===== src/hw/rtl/ramped_pi_speed_regulator_defines.svh =====
// ----------------------------------------------------------------------------
// ramped pi speed regulator assertion macros
// property wrappers used by the regulator tracker rtl
// ----------------------------------------------------------------------------
`ifndef RAMPED_PI_SPEED_REGULATOR_DEFINES_SVH
`define RAMPED_PI_SPEED_REGULATOR_DEFINES_SVH

`ifndef NO_ASSERTIONS

// condition holds on every clock edge out of reset
`define RPSR_ASSERT_ALWAYS(label, clk, rst, cond) \
  label: assert property (@(posedge clk) disable iff (rst) (cond)) \
    else $error("rpsr assertion failed");

// antecedent implies consequent in the following cycle
`define RPSR_ASSERT_NEXT(label, clk, rst, ante, cons) \
  label: assert property (@(posedge clk) disable iff (rst) (ante) |=> (cons)) \
    else $error("rpsr assertion failed");

`else

`define RPSR_ASSERT_ALWAYS(label, clk, rst, cond)
`define RPSR_ASSERT_NEXT(label, clk, rst, ante, cons)

`endif

`endif


===== src/hw/rtl/rpsr_pkg.sv =====
// ----------------------------------------------------------------------------
// rpsr package
// types and constants shared by the ramped pi speed regulator
// ----------------------------------------------------------------------------
package rpsr_pkg;

  // gain registers are q8.8
  localparam int GAIN_FRAC_BITS = 8;

  // ramp setpoint never exceeds the magnitude of the most negative target
  localparam logic [15:0] RAMP_MAX = 16'h8000;

  // configuration register indexes
  typedef enum logic [2:0] {
    REG_PROP_GAIN        = 3'd0,
    REG_INTEG_GAIN       = 3'd1,
    REG_ACCEL_STEP       = 3'd2,
    REG_STANDSTILL_WIDTH = 3'd3,
    REG_FORWARD_LIMIT    = 3'd4,
    REG_BACKWARD_LIMIT   = 3'd5,
    REG_INVERT_DIRECTION = 3'd6
  } cfg_reg_t;

  // register reset values
  localparam logic [15:0] PROP_GAIN_RST        = 16'd3840;
  localparam logic [15:0] INTEG_GAIN_RST       = 16'd128;
  localparam logic [14:0] ACCEL_STEP_RST       = 15'd128;
  localparam logic [11:0] STANDSTILL_WIDTH_RST = 12'd1500;
  localparam logic [11:0] FORWARD_LIMIT_RST    = 12'd2000;
  localparam logic [11:0] BACKWARD_LIMIT_RST   = 12'd1000;

  // configuration register file contents
  typedef struct packed {
    logic [15:0] prop_gain;
    logic [15:0] integ_gain;
    logic [14:0] accel_step;
    logic [11:0] standstill_width;
    logic [11:0] forward_limit;
    logic [11:0] backward_limit;
    logic        invert_direction;
  } cfg_t;

  // per-item control flags carried down the pipeline
  typedef struct packed {
    logic neg;
    logic stop;
  } flags_t;

endpackage


===== src/hw/rtl/rpsr_track.sv =====
// ----------------------------------------------------------------------------
// rpsr setpoint tracker
// ramps the setpoint, forms the speed error and updates the saturating sum
// ----------------------------------------------------------------------------
`include "ramped_pi_speed_regulator_defines.svh"

module rpsr_track #(
  parameter int INTEG_WIDTH = 32
) (
  input  logic                          clk,
  input  logic                          rst,
  input  rpsr_pkg::cfg_t                cfg,
  input  logic                          in_valid,
  output logic                          in_ready,
  input  logic signed [15:0]            target_speed,
  input  logic        [14:0]            measured_speed,
  output logic                          trk_valid,
  input  logic                          trk_ready,
  output logic signed [16:0]            trk_err,
  output logic signed [INTEG_WIDTH-1:0] trk_sum,
  output rpsr_pkg::flags_t              trk_flags
);
  import rpsr_pkg::*;

  localparam int SUM_W = INTEG_WIDTH + 1;

  logic [15:0]                   ramp_setpoint;
  logic [15:0]                   ramp_setpoint_next;
  logic signed [INTEG_WIDTH-1:0] error_sum;
  logic signed [INTEG_WIDTH-1:0] error_sum_next;

  logic                  accept;
  logic                  stage_free;
  logic signed [16:0]    tgt_ext;
  logic signed [16:0]    tgt;
  logic                  tgt_zero;
  logic                  tgt_neg;
  logic [15:0]           mag;
  logic signed [17:0]    diff;
  logic signed [17:0]    step;
  logic signed [17:0]    diff_lim;
  logic [17:0]           ramp_sum;
  logic signed [16:0]    err;
  logic signed [SUM_W-1:0] sum_wide;

  // output stage frees when empty or being drained
  assign stage_free = !trk_valid || trk_ready;
  assign in_ready   = stage_free;
  assign accept     = in_valid && in_ready;

  // direction and magnitude of the target
  always_comb begin
    tgt_ext  = {target_speed[15], target_speed};
    tgt      = cfg.invert_direction ? -tgt_ext : tgt_ext;
    tgt_zero = (target_speed == 16'sd0);
    tgt_neg  = tgt[16];
    mag      = tgt_neg ? 16'(-tgt) : tgt[15:0];
  end

  // ramp toward the magnitude by at most the acceleration step
  always_comb begin
    diff = $signed({2'b00, mag}) - $signed({2'b00, ramp_setpoint});
    step = $signed({3'b000, cfg.accel_step});
    if (diff < -step) begin
      diff_lim = -step;
    end else if (diff > step) begin
      diff_lim = step;
    end else begin
      diff_lim = diff;
    end
    ramp_sum = 18'($signed({2'b00, ramp_setpoint}) + diff_lim);
  end

  // speed error and saturating error sum
  always_comb begin
    err      = $signed({1'b0, ramp_sum[15:0]}) - $signed({2'b00, measured_speed});
    sum_wide = $signed({error_sum[INTEG_WIDTH-1], error_sum})
             + $signed({{(SUM_W-17){err[16]}}, err});
    if (sum_wide[SUM_W-1] != sum_wide[SUM_W-2]) begin
      error_sum_next = sum_wide[SUM_W-1] ? {1'b1, {(INTEG_WIDTH-1){1'b0}}}
                                         : {1'b0, {(INTEG_WIDTH-1){1'b1}}};
    end else begin
      error_sum_next = sum_wide[INTEG_WIDTH-1:0];
    end
    ramp_setpoint_next = ramp_sum[15:0];
    if (tgt_zero) begin
      ramp_setpoint_next = '0;
      error_sum_next     = '0;
    end
  end

  // regulator state
  always_ff @(posedge clk) begin
    if (rst) begin
      ramp_setpoint <= '0;
      error_sum     <= '0;
    end else if (accept) begin
      ramp_setpoint <= ramp_setpoint_next;
      error_sum     <= error_sum_next;
    end
  end

  // tracker output stage
  always_ff @(posedge clk) begin
    if (rst) begin
      trk_valid <= 1'b0;
    end else if (stage_free) begin
      trk_valid <= in_valid;
    end
  end

  always_ff @(posedge clk) begin
    if (accept) begin
      trk_err        <= err;
      trk_sum        <= error_sum_next;
      trk_flags.neg  <= tgt_neg;
      trk_flags.stop <= tgt_zero;
    end
  end

  `RPSR_ASSERT_ALWAYS(a_ramp_bound, clk, rst, ramp_setpoint <= RAMP_MAX)
  `RPSR_ASSERT_NEXT(a_stop_clears, clk, rst, accept && tgt_zero,
                    ramp_setpoint == '0 && error_sum == '0)
  `RPSR_ASSERT_NEXT(a_state_holds, clk, rst, !accept,
                    $stable(ramp_setpoint) && $stable(error_sum))

endmodule


===== src/hw/rtl/rpsr_shape.sv =====
// ----------------------------------------------------------------------------
// rpsr output shaper
// pi products, direction sign, standstill offset and limit clamp
// ----------------------------------------------------------------------------
module rpsr_shape #(
  parameter int SPEED_FRAC_BITS = 8,
  parameter int INTEG_WIDTH     = 32
) (
  input  logic                          clk,
  input  logic                          rst,
  input  rpsr_pkg::cfg_t                cfg,
  input  logic                          trk_valid,
  output logic                          trk_ready,
  input  logic signed [16:0]            trk_err,
  input  logic signed [INTEG_WIDTH-1:0] trk_sum,
  input  rpsr_pkg::flags_t              trk_flags,
  output logic                          out_valid,
  input  logic                          out_ready,
  output logic [11:0]                   pulse_width,
  output logic                          stopped
);
  import rpsr_pkg::*;

  localparam int OUT_FRAC_BITS = GAIN_FRAC_BITS + SPEED_FRAC_BITS;
  localparam int IPROD_W       = INTEG_WIDTH + 17;
  localparam int PI_W          = INTEG_WIDTH + 18;
  localparam int TOT_W         = INTEG_WIDTH + 20;

  // stage flags
  logic s2_valid;
  logic s3_valid;
  logic out_free;
  logic s3_free;
  logic s2_free;

  // stage payloads
  logic signed [32:0]        prod_p;
  logic signed [IPROD_W-1:0] prod_i;
  flags_t                    s2_flags;
  logic signed [PI_W-1:0]    pi_sum;
  flags_t                    s3_flags;

  logic signed [TOT_W-1:0] pi_ext;
  logic signed [TOT_W-1:0] std_sh;
  logic signed [TOT_W-1:0] lo_sh;
  logic signed [TOT_W-1:0] hi_sh;
  logic signed [TOT_W-1:0] total;
  logic [11:0]             pulse_calc;

  // each stage moves on when the one below has room
  assign out_free  = !out_valid || out_ready;
  assign s3_free   = !s3_valid || out_free;
  assign s2_free   = !s2_valid || s3_free;
  assign trk_ready = s2_free;

  // stage valid flags
  always_ff @(posedge clk) begin
    if (rst) begin
      s2_valid  <= 1'b0;
      s3_valid  <= 1'b0;
      out_valid <= 1'b0;
    end else begin
      if (s2_free) begin
        s2_valid <= trk_valid;
      end
      if (s3_free) begin
        s3_valid <= s2_valid;
      end
      if (out_free) begin
        out_valid <= s3_valid;
      end
    end
  end

  // proportional and integral products
  always_ff @(posedge clk) begin
    if (s2_free && trk_valid) begin
      prod_p   <= $signed({1'b0, cfg.prop_gain}) * trk_err;
      prod_i   <= $signed({1'b0, cfg.integ_gain}) * trk_sum;
      s2_flags <= trk_flags;
    end
  end

  // pi sum
  always_ff @(posedge clk) begin
    if (s3_free && s2_valid) begin
      pi_sum   <= $signed({{(PI_W-33){prod_p[32]}}, prod_p})
                + $signed({{(PI_W-IPROD_W){prod_i[IPROD_W-1]}}, prod_i});
      s3_flags <= s2_flags;
    end
  end

  // signed offset from standstill and clamp to the limits; a stop gives the standstill width
  always_comb begin
    pi_ext = $signed({{(TOT_W-PI_W){pi_sum[PI_W-1]}}, pi_sum});
    std_sh = $signed({{(TOT_W-12){1'b0}}, cfg.standstill_width}) <<< OUT_FRAC_BITS;
    lo_sh  = $signed({{(TOT_W-12){1'b0}}, cfg.backward_limit}) <<< OUT_FRAC_BITS;
    hi_sh  = $signed({{(TOT_W-12){1'b0}}, cfg.forward_limit}) <<< OUT_FRAC_BITS;
    total  = s3_flags.neg ? (std_sh - pi_ext) : (std_sh + pi_ext);
    if (s3_flags.stop) begin
      pulse_calc = cfg.standstill_width;
    end else if (total < lo_sh) begin
      pulse_calc = cfg.backward_limit;
    end else if (total > hi_sh) begin
      pulse_calc = cfg.forward_limit;
    end else begin
      pulse_calc = total[OUT_FRAC_BITS +: 12];
    end
  end

  // result register
  always_ff @(posedge clk) begin
    if (out_free && s3_valid) begin
      pulse_width <= pulse_calc;
      stopped     <= s3_flags.stop;
    end
  end

endmodule


===== src/hw/rtl/ramped_pi_speed_regulator.sv =====
// ----------------------------------------------------------------------------
// ramped pi speed regulator
// pi speed loop with acceleration-limited setpoint, drives a pulse width
// ----------------------------------------------------------------------------
// Each input transaction (in_valid/in_ready) is one control period carrying
// the signed target speed and the measured speed magnitude. Each produces
// exactly one output transaction (out_valid/out_ready) with the clamped
// drive pulse width and the stopped flag; a zero target gives the
// standstill width and clears the ramp and the error sum.
// Registers are written over the cfg channel (cfg_valid/cfg_ready,
// cfg_index, cfg_data); cfg_ready is always high and writes are to be
// made only while no transaction is in flight. Unknown indexes are ignored.
// Throughput is one transaction per cycle while out_ready stays high: the
// ramp and error-sum update is a recurrence closed within the tracker
// stage, and the products, pi sum and clamp are pipelined behind it. From
// input acceptance to out_valid lie the tracker register, which loads on
// acceptance, then the product, sum and result registers.
// Synchronous reset restores register defaults, zeroes the ramp and sum
// and empties the pipeline. When the receiver stalls, the result holds and
// earlier stages keep filling; in_ready drops once all four stages are full.
// ----------------------------------------------------------------------------
module ramped_pi_speed_regulator #(
  parameter int SPEED_FRAC_BITS = 8,
  parameter int INTEG_WIDTH     = 32
) (
  input  logic               clk,
  input  logic               rst,
  input  logic               cfg_valid,
  output logic               cfg_ready,
  input  logic [2:0]         cfg_index,
  input  logic [15:0]        cfg_data,
  input  logic               in_valid,
  output logic               in_ready,
  input  logic signed [15:0] target_speed,
  input  logic        [14:0] measured_speed,
  output logic               out_valid,
  input  logic               out_ready,
  output logic        [11:0] pulse_width,
  output logic               stopped
);
  import rpsr_pkg::*;

  cfg_t                          cfg;
  logic                          trk_valid;
  logic                          trk_ready;
  logic signed [16:0]            trk_err;
  logic signed [INTEG_WIDTH-1:0] trk_sum;
  flags_t                        trk_flags;

  assign cfg_ready = 1'b1;

  // configuration register file
  always_ff @(posedge clk) begin
    if (rst) begin
      cfg.prop_gain        <= PROP_GAIN_RST;
      cfg.integ_gain       <= INTEG_GAIN_RST;
      cfg.accel_step       <= ACCEL_STEP_RST;
      cfg.standstill_width <= STANDSTILL_WIDTH_RST;
      cfg.forward_limit    <= FORWARD_LIMIT_RST;
      cfg.backward_limit   <= BACKWARD_LIMIT_RST;
      cfg.invert_direction <= 1'b0;
    end else if (cfg_valid && cfg_ready) begin
      case (cfg_index)
        REG_PROP_GAIN:        cfg.prop_gain        <= cfg_data;
        REG_INTEG_GAIN:       cfg.integ_gain       <= cfg_data;
        REG_ACCEL_STEP:       cfg.accel_step       <= cfg_data[14:0];
        REG_STANDSTILL_WIDTH: cfg.standstill_width <= cfg_data[11:0];
        REG_FORWARD_LIMIT:    cfg.forward_limit    <= cfg_data[11:0];
        REG_BACKWARD_LIMIT:   cfg.backward_limit   <= cfg_data[11:0];
        REG_INVERT_DIRECTION: cfg.invert_direction <= cfg_data[0];
        default: begin
        end
      endcase
    end
  end

  // setpoint ramp and error sum
  rpsr_track #(
    .INTEG_WIDTH(INTEG_WIDTH)
  ) u_track (
    .clk           (clk),
    .rst           (rst),
    .cfg           (cfg),
    .in_valid      (in_valid),
    .in_ready      (in_ready),
    .target_speed  (target_speed),
    .measured_speed(measured_speed),
    .trk_valid     (trk_valid),
    .trk_ready     (trk_ready),
    .trk_err       (trk_err),
    .trk_sum       (trk_sum),
    .trk_flags     (trk_flags)
  );

  // pi products, offset and clamp
  rpsr_shape #(
    .SPEED_FRAC_BITS(SPEED_FRAC_BITS),
    .INTEG_WIDTH    (INTEG_WIDTH)
  ) u_shape (
    .clk        (clk),
    .rst        (rst),
    .cfg        (cfg),
    .trk_valid  (trk_valid),
    .trk_ready  (trk_ready),
    .trk_err    (trk_err),
    .trk_sum    (trk_sum),
    .trk_flags  (trk_flags),
    .out_valid  (out_valid),
    .out_ready  (out_ready),
    .pulse_width(pulse_width),
    .stopped    (stopped)
  );

endmodule


===== config.mk =====
export PLATFORM = sky130hd
export DESIGN_NAME = ramped_pi_speed_regulator
export DESIGN_NICKNAME = d
export VERILOG_FILES = /design/src/hw/rtl/rpsr_pkg.sv /design/src/hw/rtl/rpsr_track.sv /design/src/hw/rtl/rpsr_shape.sv /design/src/hw/rtl/ramped_pi_speed_regulator.sv
export VERILOG_INCLUDE_DIRS = /design/src /design/src/hw/rtl
export SDC_FILE = /design/constraint.sdc
export NUM_CORES = 2
export LEC_CHECK = 0
export ABC_CLOCK_PERIOD_IN_PS = 14160
export BUFFER_PORTS_ARGS = -buffer_cell sky130_fd_sc_hd__buf_2
export CORE_MARGIN = 4
export CORE_UTILIZATION = 55
export CTS_BUF_LIST = sky130_fd_sc_hd__clkbuf_4
export DETAILED_ROUTE_END_ITERATION = 8
export GPL_TIMING_DRIVEN = 0
export PLACE_DENSITY = 0.74
export SKIP_LAST_GASP = 1
export SLEW_MARGIN = 0
export SYNTH_ARGS = -nofsm -noshare
export SYNTH_HDL_FRONTEND = slang
export SYNTH_SLANG_ARGS = --single-unit

===== constraint.sdc =====
create_clock -name clk -period 14.16 [get_ports clk]
set_input_delay 1.416 -clock clk [delete_from_list [all_inputs] [get_ports clk]]
set_output_delay 1.416 -clock clk [all_outputs]
set_load 0.05 [all_outputs]

==> results.cfg <==
[logic_synthesis]
syn-cell-area_sq_mm = 0.04900
ys_seq_area_share_pct = 17.81
synth_seq_cells = 336
synth_ff_type = edfxtp_1
synth_cell_types = 88
syn_nets = 6712
synth_cells = 5503
synthArstFlopShare_pct = 0
synth_edf_count = 200
synth_warnings = 0
postSynthAreaPerCell_sq_um = 8.904

[worst_hold_path]
min_path_cells = 2
hp-class = reg2reg
hold-path-endpoint = cfg[5]
min_from = cfg[5]

[outcome]
outcome = finished clean

[floorplanning]
dieArea_sq_mm = 0.09392
core-area_sq_mm = 0.08837
fp-row-count = 109
num_io_pins = 71
fp.dieW_microns = 306.5
initial_core_util_pct = 55.44
chipHeight_microns = 306.5

[detailed_routing]
wl_per_cell_microns = 20.08
viasPerCell = 5.730
drtPass1Iterations = 7
drc = 0
num_vias = 39630
ant_nets = 0
first_iter_violations = 3126
finalWirelength_microns = 138900

[worst_setup_path]
r2r-end = u_track.trk_sum[27]
rr_startpoint = cfg[0]
cp.required_ns = 14.79
crit_type = in2reg
worstPathMaxFanout = 10
reg2reg_slack_ns = 1.91
cp.arrival_ns = 14.08
cpPeakStageDelay_ns = 0.56
start_kind = input pin
cp_slowest_cell = or4_4
cp_common_cell = a21oi_1
r2r.worst_path.cells = 48
crit_path_end_kind = flip-flop

[sta]
setup_viol = 0
slew_viol_final = 0
worst_pin_slew_ns = 1.194
fin_crit_sh_pct = 94.99
finalClockSkew_ns = 0.1216
relSlewSlack_pct = 19.76
max_freq_mhz = 74.34
hold_viol = 0
period_needed_ns = 13.45
final.setup.worst_slack_ns = 0.7088

[run]
maxCapViolCount = 0

[layout]
final_common_cell = inv_1
drive_gt1_share_pct = 5.741
mostFrequentLayoutCells = inv_1, nand2_1, fa_1
syn_to_final_growth_pct = 7.321
num-nets-final = 6890
fin_util_pct = 59.50

[clock_network]
cts_tree = done
cts.sinks = 336
clk_pin_slew_ns = 0.07
htreeDepth = 3
clock-root-buffer = clkbuf_4
cts_buffers = 88
clk_path_buf_depth = 3
clk_latency_ns = 0.90

[global_routing]
grt_max_degree = 39
grt_pass1_vias = 39870
grt_pass1_wl_microns = 218700
gr-usage-all-layers_pct = 29.61
grt-ovfl-total = 0
antenna_found_initial = 9

[place]
gp_congestion = 0.9837
port_buffers = 66
hpwl_microns = 114100
dp_slack_ns = -3.174
## timing repair
action                     4_1_cts  5_1_grt
gates cloned                     1        0
setup endpoints to repair       64       64
setup buffers                    7       11
hold buffers                     0        0
resized for setup               42       63
pin swaps                       10       26
## layer usage
layer / vias to the layer above / routed length [microns] / GRT usage [%]
li1: 18210 / - / -
met1: 19340 / 56330 / 39.17
met2: 1720 / 61950 / 46.43
met3: 368 / 13740 / 7.723
met4: 4 / 6851 / 12.53
met5: - / 25 / 0
## registers in the layout (all words and copies together) (netlist names)
| name | count |
|---|---|
| cfg | 84 |
| u_shape.pi_sum | 50 |
| u_shape.prod_i | 49 |
| u_shape.prod_p | 33 |
| u_track.error_sum | 32 |
| u_track.trk_sum | 32 |
| u_track.trk_err | 17 |
| u_track.ramp_setpoint | 16 |
| u_shape.pulse_width | 12 |
| u_shape.s2_flags | 2 |
| u_shape.s3_flags | 2 |
| u_track.trk_flags | 2 |
| u_shape.out_valid | 1 |
| u_shape.s2_valid | 1 |
| u_shape.s3_valid | 1 |
| u_shape.stopped | 1 |
| u_track.trk_valid | 1 |
## cells in the mapped netlist, drive strengths merged, types with 56 or more instances
cell type  number  area share (%)
a21o           79             1.2
inv           925             7.1
clkbuf        189             1.4
edfxtp        200              12
nand2b         56            0.72
nand3          61            0.62
xor2           72             1.3
o21ai         143             1.5
fa            704              29
ha            450              11
nor2          236             1.8
nor3           60            0.62
xnor2         166             3.0
a21oi         282             2.9
and2          344             4.4
nand2         796             6.1
dfxtp         136             5.6
## logic make-up (layout without fill, tap and decap cells)
family	Yosys count	after routing	synth area share, %
flip-flops	336	336	17.81
buffers and inverters	1137	1382	8.751
AO/OA/AOI/OAI	847	847	11.22
other	1	4	0.007654
AND/OR/NAND/NOR	1769	1769	17.27
multiplexers	21	21	0.4341
XOR/XNOR	238	238	4.254
adder cells (fa/ha/maj)	1154	1154	40.26
## through the flow
step | instances | setup TNS, ns | cell area, sq um | hold slack (ns)
6_report | 6916 | 0 | 52580 | 0.4558
3_3_place_gp | 6734 | -169.13 | 50800 | 0.4283
4_1_cts | 6903 | -0.008934 | 52280 | 0.4564
5_1_grt | 6914 | -0.004417 | 52580 | 0.4646
3_5_place_dp | 6740 | -184.58 | 50950 | 0.4438
2_1_floorplan | 5503 | 0 | 49010 | 0.4003
## layout make-up
cell class	instances	area, sq um
Inverter	927	3483
Sequential cell	336	8728
Buffer	207	843.3
Fill cell	7714	35790
Timing Repair Buffer	91	610.6
Multi-Input combinational cell	4030	36360
Tap cell	1165	1458
Antenna cell	3	7.507
Clock inverter	37	190.2
Clock buffer	120	900.9
## how the worst max path moves through the flow
| stage | startpoint | to | slack [ns] | depth (start not counted) |
|---|---|---|---|---|
| 5_1_grt | target_speed[5] | u_track.error_sum[18] | -0.004 | 61 |
| 3_5_place_dp | target_speed[3] | u_track.error_sum[18] | -3.17 | 64 |
| 2_1_floorplan | target_speed[3] | u_track.trk_sum[13] | 0.002 | 64 |
| 4_1_cts | target_speed[3] | u_track.error_sum[18] | -0.009 | 64 |
| 6_report | target_speed[4] | u_track.trk_sum[27] | 0.71 | 54 |
| 3_3_place_gp | target_speed[3] | u_track.error_sum[22] | -2.95 | 64 |
## worst max-delay path, delay by kind of cell
kind,cells,cell delay (ns)
AOI/OAI and AO/OA,26,6.07
xor gates and xnor gates,3,0.62
adders and majority gates,5,1.70
buffers and inverters,5,1.12
and+or+nand+nor,15,3.14
Power is not shown: default switching activity piles up to over one toggle a cycle in this logic, so the estimate is an artifact.
